[src/sv/swbd_pkg.sv]
// Shared types, constants and the microcode program of the sparse weight block decoder.
package swbd_pkg;

	// Block length cap: largest block the decoder handles, and results per byte.
	localparam int MAX_BLOCK    = 16;
	localparam int RESULT_LIMIT = 16;
	localparam logic [4:0] BLK_CAP = 5'((MAX_BLOCK < RESULT_LIMIT) ? MAX_BLOCK : RESULT_LIMIT);

	// Configuration register indexes.
	localparam int CFG_IDX_W = 3;
	localparam int CFG_DATA_W = 16;
	localparam logic [CFG_IDX_W-1:0] CFG_CHANNEL_COUNT = 3'd0;
	localparam logic [CFG_IDX_W-1:0] CFG_KERNEL_WIDTH  = 3'd1;
	localparam logic [CFG_IDX_W-1:0] CFG_KERNEL_HEIGHT = 3'd2;
	localparam logic [CFG_IDX_W-1:0] CFG_BLOCK_LEN     = 3'd3;
	localparam logic [CFG_IDX_W-1:0] CFG_START_CHANNEL = 3'd4;
	localparam logic [CFG_IDX_W-1:0] CFG_START_COL     = 3'd5;
	localparam logic [CFG_IDX_W-1:0] CFG_START_ROW     = 3'd6;
	localparam logic [CFG_IDX_W-1:0] CFG_START_OUTCH   = 3'd7;

	// Channel position may run one bit past 16 before it is wrapped.
	localparam int POS_W = 17;
	localparam int DIV_CNT_W = 5;
	localparam logic [DIV_CNT_W-1:0] DIV_STEPS = 5'(POS_W);

	// Decoder phase, one-hot.
	typedef enum logic [3:0] {
		PH_DELTA  = 4'b0001,
		PH_MARK   = 4'b0010,
		PH_FIRST  = 4'b0100,
		PH_SECOND = 4'b1000
	} phase_t;

	// Datapath operations.
	typedef enum logic [4:0] {
		OP_NOP,
		OP_ACCEPT,
		OP_ADD_DELTA,
		OP_DIV_CH,
		OP_DIV_COL,
		OP_DIV_ROW,
		OP_DIV_WAIT,
		OP_SET_CH,
		OP_SET_COL,
		OP_SET_ROW,
		OP_SPLIT_NEXT,
		OP_PH_MARK,
		OP_PH_DELTA,
		OP_MARK_SETUP,
		OP_EMIT_PAD_MID,
		OP_EMIT_W1,
		OP_EMIT_W2,
		OP_EMIT_PAD_END,
		OP_ADD_B,
		OP_ADD_BM1,
		OP_SECOND_END
	} op_t;

	// Jump conditions.
	typedef enum logic [3:0] {
		C_NEVER,
		C_ALWAYS,
		C_PH_DELTA,
		C_PH_MARK,
		C_PH_FIRST,
		C_BYTE_ZERO,
		C_SREM_ZERO,
		C_INC_LT_SREM,
		C_INC_LT_B,
		C_SLOT_GE_B,
		C_QUO_ZERO
	} cond_t;

	localparam int UPC_W = 5;
	typedef logic [UPC_W-1:0] upc_t;

	typedef struct packed {
		op_t   op;
		cond_t cond;
		upc_t  target;
	} ctrl_t;

	typedef struct packed {
		logic hold;
		logic ph_delta;
		logic ph_mark;
		logic ph_first;
		logic byte_zero;
		logic srem_zero;
		logic inc_lt_srem;
		logic inc_lt_b;
		logic slot_ge_b;
		logic quo_zero;
	} stat_t;

	// Effective configuration, limits already forced to at least one.
	typedef struct packed {
		logic [15:0] cc;
		logic [7:0]  kw;
		logic [7:0]  kh;
		logic [4:0]  blk;
	} cfg_eff_t;

	typedef struct packed {
		logic        ld_ch;
		logic        ld_col;
		logic        ld_row;
		logic        ld_outch;
		logic [15:0] value;
	} pos_ld_t;

	// Program addresses.
	localparam upc_t A_IDLE        = 5'd0;
	localparam upc_t A_DISP_MARK   = 5'd1;
	localparam upc_t A_DISP_FIRST  = 5'd2;
	localparam upc_t A_DISP_SECOND = 5'd3;
	localparam upc_t A_DELTA       = 5'd4;
	localparam upc_t A_WRAP        = 5'd5;
	localparam upc_t A_WAIT_CH     = 5'd6;
	localparam upc_t A_SET_CH      = 5'd7;
	localparam upc_t A_DIV_COL     = 5'd8;
	localparam upc_t A_WAIT_COL    = 5'd9;
	localparam upc_t A_SET_COL     = 5'd10;
	localparam upc_t A_DIV_ROW     = 5'd11;
	localparam upc_t A_WAIT_ROW    = 5'd12;
	localparam upc_t A_SET_ROW     = 5'd13;
	localparam upc_t A_WEND        = 5'd14;
	localparam upc_t A_SPLIT_NEXT  = 5'd15;
	localparam upc_t A_DEND        = 5'd16;
	localparam upc_t A_MARK        = 5'd17;
	localparam upc_t A_MARK_SETUP  = 5'd18;
	localparam upc_t A_PAD_CHECK   = 5'd19;
	localparam upc_t A_PAD1        = 5'd20;
	localparam upc_t A_FIRST       = 5'd21;
	localparam upc_t A_SPLIT_CHECK = 5'd22;
	localparam upc_t A_ADD_B       = 5'd23;
	localparam upc_t A_NOSPLIT     = 5'd24;
	localparam upc_t A_SKIP        = 5'd25;
	localparam upc_t A_SECOND      = 5'd26;
	localparam upc_t A_PAD2_CHECK  = 5'd27;
	localparam upc_t A_PAD2        = 5'd28;
	localparam upc_t A_SFIN        = 5'd29;

	// Microcode: jump to target when the condition holds, else fall through.
	function automatic ctrl_t ucode_word(upc_t a);
		ctrl_t w;
		case (a)
			A_IDLE:        w = '{OP_ACCEPT,       C_PH_DELTA,    A_DELTA};
			A_DISP_MARK:   w = '{OP_NOP,          C_PH_MARK,     A_MARK};
			A_DISP_FIRST:  w = '{OP_NOP,          C_PH_FIRST,    A_FIRST};
			A_DISP_SECOND: w = '{OP_NOP,          C_ALWAYS,      A_SECOND};
			A_DELTA:       w = '{OP_ADD_DELTA,    C_NEVER,       A_IDLE};
			A_WRAP:        w = '{OP_DIV_CH,       C_NEVER,       A_IDLE};
			A_WAIT_CH:     w = '{OP_DIV_WAIT,     C_NEVER,       A_IDLE};
			A_SET_CH:      w = '{OP_SET_CH,       C_QUO_ZERO,    A_WEND};
			A_DIV_COL:     w = '{OP_DIV_COL,      C_NEVER,       A_IDLE};
			A_WAIT_COL:    w = '{OP_DIV_WAIT,     C_NEVER,       A_IDLE};
			A_SET_COL:     w = '{OP_SET_COL,      C_QUO_ZERO,    A_WEND};
			A_DIV_ROW:     w = '{OP_DIV_ROW,      C_NEVER,       A_IDLE};
			A_WAIT_ROW:    w = '{OP_DIV_WAIT,     C_NEVER,       A_IDLE};
			A_SET_ROW:     w = '{OP_SET_ROW,      C_NEVER,       A_IDLE};
			A_WEND:        w = '{OP_NOP,          C_PH_DELTA,    A_DEND};
			A_SPLIT_NEXT:  w = '{OP_SPLIT_NEXT,   C_ALWAYS,      A_IDLE};
			A_DEND:        w = '{OP_PH_MARK,      C_ALWAYS,      A_IDLE};
			A_MARK:        w = '{OP_NOP,          C_BYTE_ZERO,   A_SKIP};
			A_MARK_SETUP:  w = '{OP_MARK_SETUP,   C_NEVER,       A_IDLE};
			A_PAD_CHECK:   w = '{OP_NOP,          C_SREM_ZERO,   A_FIRST};
			A_PAD1:        w = '{OP_EMIT_PAD_MID, C_INC_LT_SREM, A_PAD1};
			A_FIRST:       w = '{OP_EMIT_W1,      C_INC_LT_B,    A_IDLE};
			A_SPLIT_CHECK: w = '{OP_NOP,          C_SREM_ZERO,   A_NOSPLIT};
			A_ADD_B:       w = '{OP_ADD_B,        C_ALWAYS,      A_WRAP};
			A_NOSPLIT:     w = '{OP_ADD_BM1,      C_ALWAYS,      A_IDLE};
			A_SKIP:        w = '{OP_PH_DELTA,     C_ALWAYS,      A_IDLE};
			A_SECOND:      w = '{OP_EMIT_W2,      C_INC_LT_SREM, A_IDLE};
			A_PAD2_CHECK:  w = '{OP_NOP,          C_SLOT_GE_B,   A_SFIN};
			A_PAD2:        w = '{OP_EMIT_PAD_END, C_INC_LT_B,    A_PAD2};
			A_SFIN:        w = '{OP_SECOND_END,   C_ALWAYS,      A_IDLE};
			default:       w = '{OP_NOP,          C_ALWAYS,      A_IDLE};
		endcase
		return w;
	endfunction

endpackage

[src/sv/swbd_if.sv]
// Channel interfaces of the sparse weight block decoder: byte stream, records, configuration.
interface swbd_stream_if import swbd_pkg::*; ();
	logic              valid;
	logic              ready;
	logic signed [7:0] stream_byte;

	modport source(output valid, output stream_byte, input ready);
	modport sink(input valid, input stream_byte, output ready);
endinterface

interface swbd_rec_if import swbd_pkg::*; ();
	logic              valid;
	logic              ready;
	logic [15:0]       out_channel;
	logic [7:0]        kernel_row;
	logic [7:0]        kernel_col;
	logic [15:0]       base_channel;
	logic [3:0]        slot;
	logic signed [7:0] weight;
	logic              last;

	modport source(output valid, output out_channel, output kernel_row, output kernel_col,
		output base_channel, output slot, output weight, output last, input ready);
	modport sink(input valid, input out_channel, input kernel_row, input kernel_col,
		input base_channel, input slot, input weight, input last, output ready);
endinterface

interface swbd_cfg_if import swbd_pkg::*; ();
	logic                  valid;
	logic                  ready;
	logic [CFG_IDX_W-1:0]  index;
	logic [CFG_DATA_W-1:0] data;

	modport source(output valid, output index, output data, input ready);
	modport sink(input valid, input index, input data, output ready);
endinterface

[src/sv/swbd_div.sv]
// Restoring divider, one quotient bit per cycle, used for the position wraparound.
module swbd_div import swbd_pkg::*; (
	input  logic             clk,
	input  logic             arst_n,
	input  logic             start,
	input  logic [POS_W-1:0] dividend,
	input  logic [15:0]      divisor,
	output logic             busy,
	output logic [POS_W-1:0] quo,
	output logic [15:0]      rem
);

	logic                 busy_q;
	logic [DIV_CNT_W-1:0] cnt_q;
	logic [POS_W-1:0]     q_q;
	logic [15:0]          r_q;
	logic [15:0]          d_q;

	logic [16:0] trial;
	logic [16:0] diff;
	logic        ge;

	assign trial = {r_q, q_q[POS_W-1]};
	assign ge    = trial >= {1'b0, d_q};
	assign diff  = trial - {1'b0, d_q};

	always_ff @(posedge clk or negedge arst_n) begin
		if (!arst_n) begin
			busy_q <= 1'b0;
			cnt_q  <= '0;
		end else if (start) begin
			busy_q <= 1'b1;
			cnt_q  <= DIV_STEPS;
		end else if (busy_q) begin
			cnt_q <= cnt_q - DIV_CNT_W'(1);
			if (cnt_q == DIV_CNT_W'(1)) begin
				busy_q <= 1'b0;
			end
		end
	end

	// remainder stays below the divisor, so 16 bits hold it
	always_ff @(posedge clk) begin
		if (start) begin
			q_q <= dividend;
			r_q <= '0;
			d_q <= divisor;
		end else if (busy_q) begin
			r_q <= ge ? diff[15:0] : trial[15:0];
			q_q <= {q_q[POS_W-2:0], ge};
		end
	end

	assign busy = busy_q;
	assign quo  = q_q;
	assign rem  = r_q;

endmodule

[src/sv/swbd_seq.sv]
// Microcode sequencer: step counter, program table and conditional jumps.
module swbd_seq import swbd_pkg::*; (
	input  logic  clk,
	input  logic  arst_n,
	input  stat_t stat,
	output ctrl_t ctrl
);

	upc_t upc_q;
	logic take;

	assign ctrl = ucode_word(upc_q);

	always_comb begin
		case (ctrl.cond)
			C_NEVER:       take = 1'b0;
			C_ALWAYS:      take = 1'b1;
			C_PH_DELTA:    take = stat.ph_delta;
			C_PH_MARK:     take = stat.ph_mark;
			C_PH_FIRST:    take = stat.ph_first;
			C_BYTE_ZERO:   take = stat.byte_zero;
			C_SREM_ZERO:   take = stat.srem_zero;
			C_INC_LT_SREM: take = stat.inc_lt_srem;
			C_INC_LT_B:    take = stat.inc_lt_b;
			C_SLOT_GE_B:   take = stat.slot_ge_b;
			C_QUO_ZERO:    take = stat.quo_zero;
			default:       take = 1'b0;
		endcase
	end

	always_ff @(posedge clk or negedge arst_n) begin
		if (!arst_n) begin
			upc_q <= A_IDLE;
		end else if (!stat.hold) begin
			upc_q <= take ? ctrl.target : upc_q + UPC_W'(1);
		end
	end

endmodule

[src/sv/swbd_dpath.sv]
// Datapath: position and record registers, shared divider, result register.
module swbd_dpath import swbd_pkg::*; (
	input  logic          clk,
	input  logic          arst_n,
	input  ctrl_t         ctrl,
	input  cfg_eff_t      eff,
	input  pos_ld_t       pos_ld,
	output stat_t         stat,
	swbd_stream_if.sink   stream,
	swbd_rec_if.source    records
);

	phase_t           phase_q;
	logic [POS_W-1:0] pos_ch_q;
	logic [7:0]       pos_col_q;
	logic [7:0]       pos_row_q;
	logic [15:0]      pos_outch_q;
	logic [15:0]      base_q;
	logic [4:0]       slot_q;
	logic [4:0]       srem_q;
	logic [7:0]       byte_q;

	logic              out_v_q;
	logic [15:0]       rec_outch_q;
	logic [7:0]        rec_row_q;
	logic [7:0]        rec_col_q;
	logic [15:0]       rec_base_q;
	logic [3:0]        rec_slot_q;
	logic signed [7:0] rec_weight_q;
	logic              rec_last_q;

	logic             div_start;
	logic [POS_W-1:0] div_dividend;
	logic [15:0]      div_divisor;
	logic             div_busy;
	logic [POS_W-1:0] div_quo;
	logic [15:0]      div_rem;

	logic        is_emit;
	logic        hold;
	logic        fire;
	logic [5:0]  slot_inc;
	logic        inc_lt_srem;
	logic        inc_lt_b;
	logic        last_bit;

	logic        pos_in;
	logic [15:0] p16;
	logic [16:0] psum;
	logic        fits;
	logic [16:0] over;
	logic [15:0] cc_mb;

	swbd_div u_div (
		.clk      (clk),
		.arst_n   (arst_n),
		.start    (div_start),
		.dividend (div_dividend),
		.divisor  (div_divisor),
		.busy     (div_busy),
		.quo      (div_quo),
		.rem      (div_rem)
	);

	always_comb begin
		div_start    = 1'b0;
		div_dividend = pos_ch_q;
		div_divisor  = eff.cc;
		case (ctrl.op)
			OP_DIV_CH: begin
				div_start = 1'b1;
			end
			OP_DIV_COL: begin
				div_start    = 1'b1;
				div_dividend = {9'd0, pos_col_q} + div_quo;
				div_divisor  = {8'd0, eff.kw};
			end
			OP_DIV_ROW: begin
				div_start    = 1'b1;
				div_dividend = {9'd0, pos_row_q} + div_quo;
				div_divisor  = {8'd0, eff.kh};
			end
			default: begin
				div_start = 1'b0;
			end
		endcase
	end

	assign slot_inc    = {1'b0, slot_q} + 6'd1;
	assign inc_lt_srem = slot_inc < {1'b0, srem_q};
	assign inc_lt_b    = slot_inc < {1'b0, eff.blk};

	assign is_emit = (ctrl.op == OP_EMIT_PAD_MID) || (ctrl.op == OP_EMIT_W1) ||
		(ctrl.op == OP_EMIT_W2) || (ctrl.op == OP_EMIT_PAD_END);

	assign hold = ((ctrl.op == OP_ACCEPT) && !stream.valid) ||
		((ctrl.op == OP_DIV_WAIT) && div_busy) ||
		(is_emit && out_v_q && !records.ready);
	assign fire = !hold;

	always_comb begin
		case (ctrl.op)
			OP_EMIT_W1:      last_bit = 1'b1;
			OP_EMIT_W2:      last_bit = inc_lt_srem || !inc_lt_b;
			OP_EMIT_PAD_END: last_bit = !inc_lt_b;
			default:         last_bit = 1'b0;
		endcase
	end

	// split decision: a position past the limit counts as the last channel
	assign pos_in = pos_ch_q < {1'b0, eff.cc};
	assign p16    = pos_in ? pos_ch_q[15:0] : eff.cc - 16'd1;
	assign psum   = {1'b0, p16} + {12'd0, eff.blk};
	assign fits   = psum <= {1'b0, eff.cc};
	assign over   = psum - {1'b0, eff.cc};
	assign cc_mb  = eff.cc - {11'd0, eff.blk};

	always_ff @(posedge clk or negedge arst_n) begin
		if (!arst_n) begin
			phase_q     <= PH_DELTA;
			pos_ch_q    <= '0;
			pos_col_q   <= '0;
			pos_row_q   <= '0;
			pos_outch_q <= '0;
			base_q      <= '0;
			slot_q      <= '0;
			srem_q      <= '0;
			out_v_q     <= 1'b0;
		end else begin
			if (records.ready) begin
				out_v_q <= 1'b0;
			end
			if (fire) begin
				case (ctrl.op)
					OP_ADD_DELTA: begin
						pos_ch_q <= pos_ch_q + {9'd0, byte_q ^ 8'h80};
					end
					OP_SET_CH: begin
						pos_ch_q <= {1'b0, div_rem};
					end
					OP_SET_COL: begin
						pos_col_q <= div_rem[7:0];
					end
					OP_SET_ROW: begin
						pos_row_q   <= div_rem[7:0];
						pos_outch_q <= pos_outch_q + div_quo[15:0];
					end
					OP_SPLIT_NEXT: begin
						base_q  <= pos_ch_q[15:0];
						slot_q  <= '0;
						phase_q <= PH_SECOND;
					end
					OP_PH_MARK: begin
						phase_q <= PH_MARK;
					end
					OP_PH_DELTA: begin
						phase_q <= PH_DELTA;
					end
					OP_MARK_SETUP: begin
						slot_q  <= '0;
						phase_q <= PH_FIRST;
						if (fits) begin
							base_q <= pos_ch_q[15:0];
							srem_q <= '0;
						end else begin
							srem_q   <= over[4:0];
							pos_ch_q <= {1'b0, cc_mb};
							base_q   <= cc_mb;
						end
					end
					OP_EMIT_PAD_MID, OP_EMIT_W1, OP_EMIT_W2, OP_EMIT_PAD_END: begin
						slot_q  <= slot_inc[4:0];
						out_v_q <= 1'b1;
					end
					OP_ADD_B: begin
						pos_ch_q <= pos_ch_q + {12'd0, eff.blk};
					end
					OP_ADD_BM1: begin
						pos_ch_q <= pos_ch_q + {12'd0, eff.blk} - POS_W'(1);
						phase_q  <= PH_DELTA;
					end
					OP_SECOND_END: begin
						pos_ch_q <= {1'b0, pos_ch_q[15:0] + {11'd0, srem_q} - 16'd1};
						phase_q  <= PH_DELTA;
					end
					default: begin
						phase_q <= phase_q;
					end
				endcase
			end
			// start registers load the position directly
			if (pos_ld.ld_ch) begin
				pos_ch_q <= {1'b0, pos_ld.value};
			end
			if (pos_ld.ld_col) begin
				pos_col_q <= pos_ld.value[7:0];
			end
			if (pos_ld.ld_row) begin
				pos_row_q <= pos_ld.value[7:0];
			end
			if (pos_ld.ld_outch) begin
				pos_outch_q <= pos_ld.value;
			end
		end
	end

	always_ff @(posedge clk) begin
		if ((ctrl.op == OP_ACCEPT) && stream.valid) begin
			byte_q <= stream.stream_byte;
		end
		if (is_emit && fire) begin
			rec_outch_q  <= pos_outch_q;
			rec_row_q    <= pos_row_q;
			rec_col_q    <= pos_col_q;
			rec_base_q   <= base_q;
			rec_slot_q   <= slot_q[3:0];
			rec_weight_q <= ((ctrl.op == OP_EMIT_W1) || (ctrl.op == OP_EMIT_W2)) ?
				byte_q : 8'sd0;
			rec_last_q   <= last_bit;
		end
	end

	assign stream.ready = (ctrl.op == OP_ACCEPT);

	assign records.valid        = out_v_q;
	assign records.out_channel  = rec_outch_q;
	assign records.kernel_row   = rec_row_q;
	assign records.kernel_col   = rec_col_q;
	assign records.base_channel = rec_base_q;
	assign records.slot         = rec_slot_q;
	assign records.weight       = rec_weight_q;
	assign records.last         = rec_last_q;

	assign stat.hold        = hold;
	assign stat.ph_delta    = (phase_q == PH_DELTA);
	assign stat.ph_mark     = (phase_q == PH_MARK);
	assign stat.ph_first    = (phase_q == PH_FIRST);
	assign stat.byte_zero   = (byte_q == 8'd0);
	assign stat.srem_zero   = (srem_q == 5'd0);
	assign stat.inc_lt_srem = inc_lt_srem;
	assign stat.inc_lt_b    = inc_lt_b;
	assign stat.slot_ge_b   = slot_q >= eff.blk;
	assign stat.quo_zero    = (div_quo == '0);

endmodule

[src/sv/sparse_weight_block_decoder.sv]
// Top level of the sparse weight block decoder: configuration registers, sequencer, datapath.
//
// Usage: encoded weight bytes enter one per beat on the stream channel; decoded
// records leave on the records channel, one beat per weight or padding slot, with
// last set on the final record that a byte causes. The user must write registers
// through the cfg channel (always ready) only while the decoder is idle; the block
// does not enforce this. Writing a start register moves the current position to that value.
// Timing is set by a microcoded sequencer and one shared divider:
//   marker or in-block weight byte: the dispatch steps, plus one emit step per record;
//   delta byte: one division without carry, three when the carry runs through
//   column and row;
//   a split block adds one to three divisions for the wrap to the next column.
// A byte is taken only when the sequencer is back at its dispatch step, so one
// byte is in work at a time. Records sit in a single output register; while the
// receiver stalls, the sequencer holds on the emit step and the stream waits.
// Reset (arst_n low, asynchronous) restores the register defaults, puts the
// position at zero and makes the next byte a delta byte.
module sparse_weight_block_decoder import swbd_pkg::*; (
	input  logic        clk,
	input  logic        arst_n,
	swbd_cfg_if.sink    cfg,
	swbd_stream_if.sink stream,
	swbd_rec_if.source  records
);

	logic [15:0] cc_q;
	logic [7:0]  kw_q;
	logic [7:0]  kh_q;
	logic [4:0]  blen_q;

	cfg_eff_t eff;
	pos_ld_t  pos_ld;
	ctrl_t    ctrl;
	stat_t    stat;
	logic     wr;
	logic [4:0] b0;
	logic [4:0] b1;

	assign cfg.ready = 1'b1;
	assign wr = cfg.valid;

	always_ff @(posedge clk or negedge arst_n) begin
		if (!arst_n) begin
			cc_q   <= 16'd1;
			kw_q   <= 8'd1;
			kh_q   <= 8'd1;
			blen_q <= 5'd1;
		end else if (wr) begin
			case (cfg.index)
				CFG_CHANNEL_COUNT: cc_q   <= cfg.data;
				CFG_KERNEL_WIDTH:  kw_q   <= cfg.data[7:0];
				CFG_KERNEL_HEIGHT: kh_q   <= cfg.data[7:0];
				CFG_BLOCK_LEN:     blen_q <= cfg.data[4:0];
				default:           cc_q   <= cc_q;
			endcase
		end
	end

	// zero limits act as one; block length clipped to the cap and to the channel count
	always_comb begin
		eff.cc = (cc_q == 16'd0) ? 16'd1 : cc_q;
		eff.kw = (kw_q == 8'd0) ? 8'd1 : kw_q;
		eff.kh = (kh_q == 8'd0) ? 8'd1 : kh_q;
		b0 = (blen_q == 5'd0) ? 5'd1 : blen_q;
		b1 = (b0 > BLK_CAP) ? BLK_CAP : b0;
		eff.blk = ({11'd0, b1} > eff.cc) ? eff.cc[4:0] : b1;
	end

	always_comb begin
		pos_ld.ld_ch    = wr && (cfg.index == CFG_START_CHANNEL);
		pos_ld.ld_col   = wr && (cfg.index == CFG_START_COL);
		pos_ld.ld_row   = wr && (cfg.index == CFG_START_ROW);
		pos_ld.ld_outch = wr && (cfg.index == CFG_START_OUTCH);
		pos_ld.value    = cfg.data;
	end

	swbd_seq u_seq (
		.clk    (clk),
		.arst_n (arst_n),
		.stat   (stat),
		.ctrl   (ctrl)
	);

	swbd_dpath u_dpath (
		.clk     (clk),
		.arst_n  (arst_n),
		.ctrl    (ctrl),
		.eff     (eff),
		.pos_ld  (pos_ld),
		.stat    (stat),
		.stream  (stream),
		.records (records)
	);

endmodule

[src/flat_wrapper.sv]
// flat-port wrapper written by rule: the top's interface ports become plain ports
module sparse_weight_block_decoder_flat import swbd_pkg::*;
  (clk, arst_n, cfg_valid, cfg_index, cfg_data, cfg_ready, stream_valid, stream_stream_byte, stream_ready, records_valid, records_out_channel, records_kernel_row, records_kernel_col, records_base_channel, records_slot, records_weight, records_last, records_ready);
  swbd_cfg_if cfg_i ();
  swbd_stream_if stream_i ();
  swbd_rec_if records_i ();
  input  logic clk;
  input  logic arst_n;
  input wire logic [$bits(cfg_i.valid)-1:0] cfg_valid;
  input wire logic [$bits(cfg_i.index)-1:0] cfg_index;
  input wire logic [$bits(cfg_i.data)-1:0] cfg_data;
  output wire logic [$bits(cfg_i.ready)-1:0] cfg_ready;
  input wire logic [$bits(stream_i.valid)-1:0] stream_valid;
  input wire logic [$bits(stream_i.stream_byte)-1:0] stream_stream_byte;
  output wire logic [$bits(stream_i.ready)-1:0] stream_ready;
  output wire logic [$bits(records_i.valid)-1:0] records_valid;
  output wire logic [$bits(records_i.out_channel)-1:0] records_out_channel;
  output wire logic [$bits(records_i.kernel_row)-1:0] records_kernel_row;
  output wire logic [$bits(records_i.kernel_col)-1:0] records_kernel_col;
  output wire logic [$bits(records_i.base_channel)-1:0] records_base_channel;
  output wire logic [$bits(records_i.slot)-1:0] records_slot;
  output wire logic [$bits(records_i.weight)-1:0] records_weight;
  output wire logic [$bits(records_i.last)-1:0] records_last;
  input wire logic [$bits(records_i.ready)-1:0] records_ready;
  assign cfg_i.valid = cfg_valid;
  assign cfg_i.index = cfg_index;
  assign cfg_i.data = cfg_data;
  assign cfg_ready = cfg_i.ready;
  assign stream_i.valid = stream_valid;
  assign stream_i.stream_byte = stream_stream_byte;
  assign stream_ready = stream_i.ready;
  assign records_valid = records_i.valid;
  assign records_out_channel = records_i.out_channel;
  assign records_kernel_row = records_i.kernel_row;
  assign records_kernel_col = records_i.kernel_col;
  assign records_base_channel = records_i.base_channel;
  assign records_slot = records_i.slot;
  assign records_weight = records_i.weight;
  assign records_last = records_i.last;
  assign records_i.ready = records_ready;
  sparse_weight_block_decoder u_core (.clk(clk), .arst_n(arst_n), .cfg(cfg_i), .stream(stream_i), .records(records_i));
endmodule
[config.mk]
export PLATFORM = sky130hd
export DESIGN_NAME = sparse_weight_block_decoder_flat
export DESIGN_NICKNAME = d
export VERILOG_FILES = /design/src/sv/swbd_pkg.sv /design/src/sv/swbd_if.sv /design/src/sv/swbd_div.sv /design/src/sv/swbd_seq.sv /design/src/sv/swbd_dpath.sv /design/src/sv/sparse_weight_block_decoder.sv /design/src/flat_wrapper.sv
export SDC_FILE = /design/constraint.sdc
export NUM_CORES = 1
export LEC_CHECK = 0
export BUFFER_PORTS_ARGS = -buffer_cell sky130_fd_sc_hd__buf_2
export CAP_MARGIN = 20
export CELL_PAD_IN_SITES_DETAIL_PLACEMENT = 1
export CELL_PAD_IN_SITES_GLOBAL_PLACEMENT = 1
export CORE_MARGIN = 3
export CORE_UTILIZATION = 40
export CTS_BUF_LIST = sky130_fd_sc_hd__clkbuf_8
export DETAILED_ROUTE_END_ITERATION = 8
export PLACE_DENSITY_LB_ADDON = 0.08
export REMOVE_ABC_BUFFERS = 1
export SLEW_MARGIN = 20
export SYNTH_ARGS = -nofsm -noshare
export SYNTH_HDL_FRONTEND = slang
export SYNTH_SLANG_ARGS = --single-unit
[constraint.sdc]
create_clock -name clk -period 6.9 [get_ports clk]
set_input_delay 0.345 -clock clk [delete_from_list [all_inputs] [get_ports clk]]
set_output_delay 0.345 -clock clk [all_outputs]
set_load 0.02 [all_outputs]
Word level (Yosys, flattened, before mapping). Memories as Yosys holds them, arrays and structs flattened. Index checks and enable logic that the tools add are counted.

Memories: 1. Bits of input ports: 32. Logic and storage cells: 195. Bits in registers: 246. Memory bits (read-only): 448.

Muxes and demuxes: 42. Eq/ne operators: 46. Bitwise operators: 2. Add/sub/neg operators: 16. $lt $le $gt $ge: 8. Reduce and logical (&&, ||, !) cells: 53.

Memory list: (name not given) (depth 32, width 14, rd ports 1, clocked after memory_dff 0, wr ports 0, line swbd_pkg.sv:147) `case (a)`.

Operators with widths (count): 2-to-1 mux 16 bit (7); one-hot mux 17 bit (6 select lines) (1); 2-to-1 mux 17 bit (5); 2-to-1 mux 8 bit (8); one-hot mux 16 bit (2 select lines) (2); == test 5 x 4 -> 1 bit, second input constant (8); 2-to-1 mux 5 bit (7); adder 8 x 17 -> 17 bit (2); one-hot mux 17 bit (2 select lines) (1); subtractor 16 x 1 -> 16 bit, second input constant (2); == test 5 bit, second input constant (5); logical NOT 8 bit (3); AND reduction 2 bit (11); == test 4 x 3 -> 1 bit, second input constant (5); == test 5 x 3 -> 1 bit, second input constant (4); adder 16 x 5 -> 17 bit (1); adder 17 x 5 -> 17 bit (1); adder 17 x 8 -> 17 bit (1); >= comparator 17 x 16 -> 1 bit (1); less-or-equal comparator 17 x 16 -> 1 bit (1); logical NOT 17 bit (1); less-than comparator 17 x 16 -> 1 bit (1); subtractor 17 x 1 -> 17 bit, second input constant (1); adder 16 bit (1); 40 further kinds (87).

Depth between registers and ports, before layout. Gate-level depths: netlist of the first run.

Word-level depth: 12. Gate-level depth with buffers: 38.

By module. A second synthesis of the first run with hierarchy kept.

Cells, all modules: 2089. Area, all modules: 19100.8 um^2.

Modules (own cells, without submodules): swbd_dpath (cells an instance 1487, area an instance 12986.2 um^2, times used 1, sequential area each 4075.2 um^2); swbd_div (cells an instance 287, area an instance 3059.2 um^2, times used 1, sequential area each 1461.4 um^2); sparse_weight_block_decoder (cells an instance 163, area an instance 1898.1 um^2, times used 1, sequential area each 930.9 um^2); swbd_seq (cells an instance 152, area an instance 1157.4 um^2, times used 1, sequential area each 125.1 um^2).

Least setup slack after synthesis of the first run. No wires, ideal clock.

Path type: reg-to-reg. From: register u_core.cc_q[11]. To: register u_core.u_dpath.pos_ch_q[8]. Clock period less this slack: 6.762 ns. Stages on the path, launching flop included: 38. Setup slack: 0.138 ns. Setup time: 0.123 ns. Data arrival time: 6.639 ns. Buffers on the path: 3. Cell sequence: dfrtp_1 > clkbuf_1 > nor2_1 > and4_1 > clkbuf_1 > a21oi_1 > inv_1 > ha_1 > nor2b_1 > o21a_1 > o21ai_0 > nand2b_1 > a21oi_1 > a311oi_1 > mux2i_1 > ha_1 > inv_1 > fa_1 > [2 not listed] > nor2_1 > a31oi_1 > o211a_1 > nor2_1 > nor2_1 > o21ai_0 > xnor2_1 > mux2i_1 > ha_1 > nand4_1 > nor2_1 > a31oi_1 > o31ai_1 > a21oi_2 > nor2_1 > buf_6 > or4_1 > o221a_2.

Cells in the longest elaborated chain, start to end: 9. Elaborated cells between the ends (all ways): 18.

Ends and longest elaborated chain: start: declaration (line sparse_weight_block_decoder.sv:26) `logic [15:0] cc_q;`; start signal: assignment (line sparse_weight_block_decoder.sv:50) `CFG_CHANNEL_COUNT: cc_q <= cfg.data;`; start signal: assignment (line sparse_weight_block_decoder.sv:54) `default: cc_q <= cc_q;`; logical NOT 16 bit (line sparse_weight_block_decoder.sv:61) `eff.cc = (cc_q == 16'd0) ? 16'd1 : cc_q;`; 2-to-1 mux 16 bit (*) (line sparse_weight_block_decoder.sv:61); greater-than comparator 5 x 16 -> 1 bit (line sparse_weight_block_decoder.sv:66) `eff.blk = ({11'd0, b1} > eff.cc) ? eff.cc[4:0] : b1;`; 2-to-1 mux 5 bit (line sparse_weight_block_decoder.sv:66); adder 17 x 5 -> 17 bit or subtractor 16 x 5 -> 16 bit (tied branches) (line swbd_dpath.sv:176, swbd_dpath.sv:179, swbd_dpath.sv:116); subtractor 17 x 1 -> 17 bit or 2-to-1 mux 17 bit (tied branches) (line swbd_dpath.sv:179, swbd_dpath.sv:162); one-hot mux 17 bit (6 select lines) (line swbd_dpath.sv:134) `case (ctrl.op)`; 2-to-1 mux 17 bit (line swbd_dpath.sv:133) `if (fire) begin`; 2-to-1 mux 17 bit (line swbd_dpath.sv:192) `if (pos_ld.ld_ch) begin`; end signal: assignment (line swbd_dpath.sv:136) `pos_ch_q <= pos_ch_q + {9'd0, byte_q ^ 8'h80};`; end signal: assignment (line swbd_dpath.sv:179) `pos_ch_q <= pos_ch_q + {12'd0, eff.blk} - POS_W'(1);`; end signal: assignment (line swbd_dpath.sv:193) `pos_ch_q <= {1'b0, pos_ld.value};`; end: declaration (line swbd_dpath.sv:14) `logic [POS_W-1:0] pos_ch_q;`.

Every way passes the cells marked *; elsewhere a longest branch is shown, timed or not. The select of a mux whose other input is x is not followed. A chain may end at the register's enable or synchronous reset.

Worst setup path in the final report of the first run.
From: register u_core.cc_q[0]. To: register u_core.u_dpath.pos_ch_q[8].

Same word-level chain as after synthesis.

==> metrics.yaml, run 1 <==
seq_area_frac_synth: 0.358
hold_viol: 0
die_h_um: 220
async_flop_share: 0.520
crit_path_max_incr_delay_ns: 0.57
path_clk_slew_ns: 0.06
clock-skew-final_ns: 0.0363
drc: 0
synthDistinctLibCells: 87
clock-sinks: 246
setup_viol: 0
outcome: "complete, no violations"
fin_cells: 2818
die_w_um: 220
route.final.wire_length_um: 70200
hold-path-endpoint: "u_core.u_dpath.pos_outch_q[12]"
io_pins: 96
antenna_found_initial: 1
crit_type: "reg -> reg"
cts_buffers: 48
crit_path_end_kind: "register"
yosysWarningCount: 0
layout_min_cycle_time_ns: 6.54
vias: 16900
synth.area.top_cells: "dfrtp_1, edfxtp_1, ha_1"
relSlewSlack: 0.287
place_inst: 2709
crit_required_ns: 7.40
port_buffers: 94
maxCapViolCount: 0
syn_avg_cell_area_um2: 8.93
avgViaCountPerCell: 5.98
clockRootBuffer: "clkbuf_8"
grt_max_degree: 66
synth_ff_type: "dfrtp_1"
wl_per_cell_um: 24.9
finalWeightedCongestion: 0.926
synth-seq-cells: 246
grt_use_total: 0.291
reg2reg_slack_ns: 0.36
detail-route-antenna-nets: 0
layout_commonest_cell: "nor2_1"
crit_fanout: 7
cts_max_path_buffers: 3
insertion_delay_ns: 0.65
synth_edf_count: 102
postLayoutCellArea_um2: 21100
start_util: 0.411
drv_slew: 0
crit_slowest_cell: "dfstp_2"
hold_path_class: "in -> reg"
worstMarginPinSlew_ns: 1.06
mostFrequentLayoutCells: "nor2_1, a21oi_1, nand2_1, ha_1, o21ai_0"
grt_pass1_wl_um: 108000
grt_pass1_vias: 17400
yosysTopAreaCellShare: 0.167
startpoint_type: "register"
cts_tree: "done"
r2r-start: "u_core.cc_q[0]"
die_area_um2: 48600
period_share: 0.948
fin_nets: 2379
hold_start: "cfg_data[12]"
overflow: 0
hold_depth: 3
coreArea_um2: 44800
worst-r2r-cell-count: 33
drive_gt1_frac: 0.159
worstReg2RegEnd: "u_core.u_dpath.pos_ch_q[8]"
synth_area_um2: 18400
syn_to_final_growth_pct: 14.9
clock.fmax_mhz: 153
worst_ep_arrival_time_ns: 7.05
drt_iter0_markers: 1136
fillers: 5232
synth_area_leader_cell: "dfrtp_1"
dr.pass1.iters: 5
synth_cells: 2060
dpl_cell_area_um2: 19800
num_rows: 77
dpl.hpwl_um: 53900
htreeDepth: 2
[routing by layer]
layer	wire (um)	vias to the layer above	track usage
met5	0	-	0
met4	2080	0	0.0882
li1	-	7778	-
met2	32500	434	0.476
met1	32100	8528	0.400
met3	3570	120	0.0416
[cell usage after synthesis, drive strengths merged, types with 9 or more instances]
library cell / n
fa: 9
nand4: 28
a211oi: 20
nand2b: 27
inv: 109
mux2: 43
nand3: 46
o21a: 15
o21bai: 9
mux2i: 47
buf: 16
o311ai: 19
dfrtp: 123
nor3: 48
xnor2: 105
a21oi: 176
a31oi: 22
nor4: 22
nand2: 167
clkbuf: 90
o21ai: 129
xor2: 32
and3: 11
a21o: 25
a22oi: 10
a221oi: 9
nor2: 192
nor2b: 25
dfxtp: 16
o22ai: 21
o211ai: 15
o31ai: 13
and2: 19
edfxtp: 102
ha: 153
[registers in the layout (all words and copies together), names as in the netlist, 4 cells and up]
name	count
u_core.blen_q	5
u_core.cc_q	16
u_core.kh_q	8
u_core.kw_q	8
u_core.u_dpath.base_q	16
u_core.u_dpath.byte_q	8
u_core.u_dpath.phase_q	4
u_core.u_dpath.pos_ch_q	17
u_core.u_dpath.pos_col_q	8
u_core.u_dpath.pos_outch_q	16
u_core.u_dpath.pos_row_q	8
u_core.u_dpath.records.base_channel	16
u_core.u_dpath.records.kernel_col	8
u_core.u_dpath.records.kernel_row	8
u_core.u_dpath.records.out_channel	16
u_core.u_dpath.records.slot	4
u_core.u_dpath.records.weight	8
u_core.u_dpath.slot_q	5
u_core.u_dpath.srem_q	5
u_core.u_dpath.u_div.cnt_q	5
u_core.u_dpath.u_div.d_q	16
u_core.u_dpath.u_div.quo	17
u_core.u_dpath.u_div.rem	16
u_core.u_seq.upc_q	5
[critical path: cells and delay by family, from the launching register on]
kind                       cells  cell delay [ns]
buffers and inverters          2             0.30
DFF                            1             0.57
muxes                          1             0.37
xor gates and xnor gates       1             0.14
and+or+nand+nor               11             1.43
adders and majority gates      3             0.83
AOI/OAI and AO/OA             15             2.77
[cell type report]
cell class / count / area (um2) / area share
multi-input cells: 1592 / 11100 / 0.524
clock inverters: 35 / 353 / 0.0167
inverters: 116 / 444 / 0.0210
repair buffers: 181 / 1170 / 0.0552
clock buffers: 55 / 757 / 0.0358
diodes: 1 / 2.50 / 0.000118
well taps: 592 / 741 / 0.0350
flip-flops and latches: 246 / 6590 / 0.312
[worst max path at each step]
stage	startpoint	to	slack, ns	cells after the start
after floorplan	u_core.cc_q[2]	u_core.u_dpath.pos_ch_q[4]	-0.81	30
after global routing	u_core.cc_q[0]	u_core.u_dpath.pos_ch_q[8]	-0.01	34
after CTS	u_core.cc_q[0]	u_core.u_dpath.base_q[15]	0.008	34
after global placement	u_core.cc_q[8]	u_core.u_dpath.pos_ch_q[10]	-0.03	29
after detailed placement	u_core.cc_q[8]	u_core.u_dpath.pos_ch_q[10]	-0.32	33
final	u_core.cc_q[0]	u_core.u_dpath.pos_ch_q[8]	0.36	33
[cell families after synthesis]
logic type	Yosys count	synth area share
AO/OA/AOI/OAI	566	0.197
XOR/XNOR	137	0.0652
adder cells (fa/ha/maj)	162	0.114
buffers and inverters	222	0.0470
flip-flops	246	0.358
multiplexers	91	0.0531
other	1	0.000204
AND/OR/NAND/NOR	635	0.166
[metrics by stage]
step	hold WS, ns	utilization	setup slack, ns	setup TNS [ns]
5_1_grt	0.0336	0.472	-0.0117	-0.0117
2_1_floorplan	0.0494	-	-0.815	-9.15
3_3_place_gp	0.401	0.441	-0.0329	-0.195
3_5_place_dp	0.407	0.441	-0.317	-4.53
4_1_cts	0.00445	0.468	0.00772	0
6_report	0.0575	0.472	0.357	0
[timing repair]
item                       in CTS  in global routing
hold endpoints to repair       71                  0
resized for setup               2                 27
setup endpoints to repair      33                 38
hold buffers                   10                  0
setup buffers                   0                  8
pin swaps                       0                  8
Power of run 1 is left out: the tool's default activity adds up to more than one toggle a clock period on the data nets, which glitch-free logic cannot reach.
==> run 2: changes to the inputs <==
SYNTH_HIERARCHICAL = 1   (was not set)
==> metrics.yaml, run 2 <==
clockRootBuffer: "clkbuf_8"
worstMarginPinSlew_ns: 1.05
syn_avg_cell_area_um2: 9.15
drive_gt1_frac: 0.186
clock-sinks: 246
clock-skew-final_ns: 0.0190
cts_buffers: 48
drc: 0
crit_slowest_cell: "dfrtp_1"
top_layer: "met5"
vias: 17100
io_pins: 96
fin_nets: 2425
crit_required_ns: 7.40
hold_path_class: "in -> reg"
met2_length_um: 33200
cts_tree: "done"
antenna_found_initial: 4
die_w_um: 225
die_h_um: 225
maxCapViolCount: 0
wl_met3_um: 3900
coreArea_um2: 46900
setup_viol: 0
grt_use_total: 0.285
synth_area_um2: 19100
crit_top_cell: "buf_4"
reg2reg_slack_ns: 0.43
drv_slew: 0
grt_pass1_vias: 17600
start_util: 0.408
hold_viol: 0
avgViaCountPerCell: 5.96
yosysWarningCount: 6
dpl_cell_area_um2: 20600
htreeDepth: 2
drt_iter0_markers: 1218
worst_ep_arrival_time_ns: 6.97
cts_max_path_buffers: 3
detail-route-antenna-nets: 0
grt_max_degree: 66
crit_fanout: 9
synth_cells: 2088
crit_path_end_kind: "register"
overflow: 0
finalWeightedCongestion: 0.960
num_rows: 79
path_clk_slew_ns: 0.06
wl_per_cell_um: 25.3
wl_met1_um: 32500
syn_to_final_growth_pct: 14.4
crit_type: "reg -> reg"
grt_pass1_wl_um: 109000
route.final.wire_length_um: 72700
layout_min_cycle_time_ns: 6.47
postLayoutCellArea_um2: 21800
outcome: "complete, no violations"
startpoint_type: "register"
port_buffers: 94
relSlewSlack: 0.299
dpl.hpwl_um: 55300
period_share: 0.938
clock.fmax_mhz: 154
insertion_delay_ns: 0.63
layout_commonest_cell: "nand2_1"
die_area_um2: 50400
mostFrequentLayoutCells: "nand2_1, nor2_1, ha_1, o21ai_0, inv_1"
crit_path_max_incr_delay_ns: 0.37
dr.pass1.iters: 7
-- run 2: stage by stage --
stage / hold slack [ns] / TNS, ns / instances / util / setup WS, ns
global placement: 0.384 / 0 / 2773 / 0.440 / 0.318
finish: 0.0679 / 0 / 2877 / 0.466 / 0.426
global route: 0.0257 / -0.00934 / 2876 / 0.466 / -0.00550
detailed placement: 0.387 / 0 / 2773 / 0.440 / 0.0268
CTS: 0.00685 / 0 / 2874 / 0.465 / 0.0114
floorplan: 0.0494 / -24.52 / 1972 / - / -0.904
-- run 2: metal layers --
layer / vias up / GRT usage
met5: - / 0
met4: 2 / 0.118
met3: 122 / 0.0380
met2: 459 / 0.457
met1: 8674 / 0.390
li1: 7892 / -
-- run 2: worst paths after layout --
kind	from	to	cells after the start
worst max-delay path	u_core/cc_q[10]	u_core/u_dpath/base_q[6]	32
worst min-delay path	cfg_data[13]	u_core/u_dpath/pos_outch_q[13]	3
worst max register to register	u_core/cc_q[10]	u_core/u_dpath/base_q[6]	32
worst min register to register	u_core/u_dpath/base_q[6]	u_core/u_dpath/records.base_channel[6]	0
max in group asynchronous	arst_n	u_core/u_dpath/srem_q[2]	3
min in group asynchronous	arst_n	u_core/u_dpath/pos_outch_q[3]	2
-- run 2: final cells by class --
cell class / instances / area, um2
fillers: 5441 / 25000
clock buffers: 60 / 826
clock inverters: 30 / 220
repair buffers: 206 / 1380
inverters: 127 / 477
flip-flops and latches: 246 / 6590
multi-input cells: 1599 / 11600
diodes: 2 / 5.00
well taps: 607 / 759
-- run 2: what timing repair did --
item                                    4_1_cts  5_1_grt
endpoints found under the hold margin        70        0
buffers inserted                              0        1
endpoints found under the setup margin        0       33
gates resized for setup                       0       14
hold buffers                                 11        0
-- run 2: worst max-delay path, delay by kind of cell (launching register included) --
family / cells / cell delay [ns]
AO/OA/AOI/OAI: 14 / 2.57
buffers and inverters: 7 / 1.21
adder cells (fa/ha/maj): 3 / 0.92
AND/OR/NAND/NOR: 6 / 0.85
multiplexers: 2 / 0.41
flip-flops: 1 / 0.37
Power of run 2 is left out for the same reason.
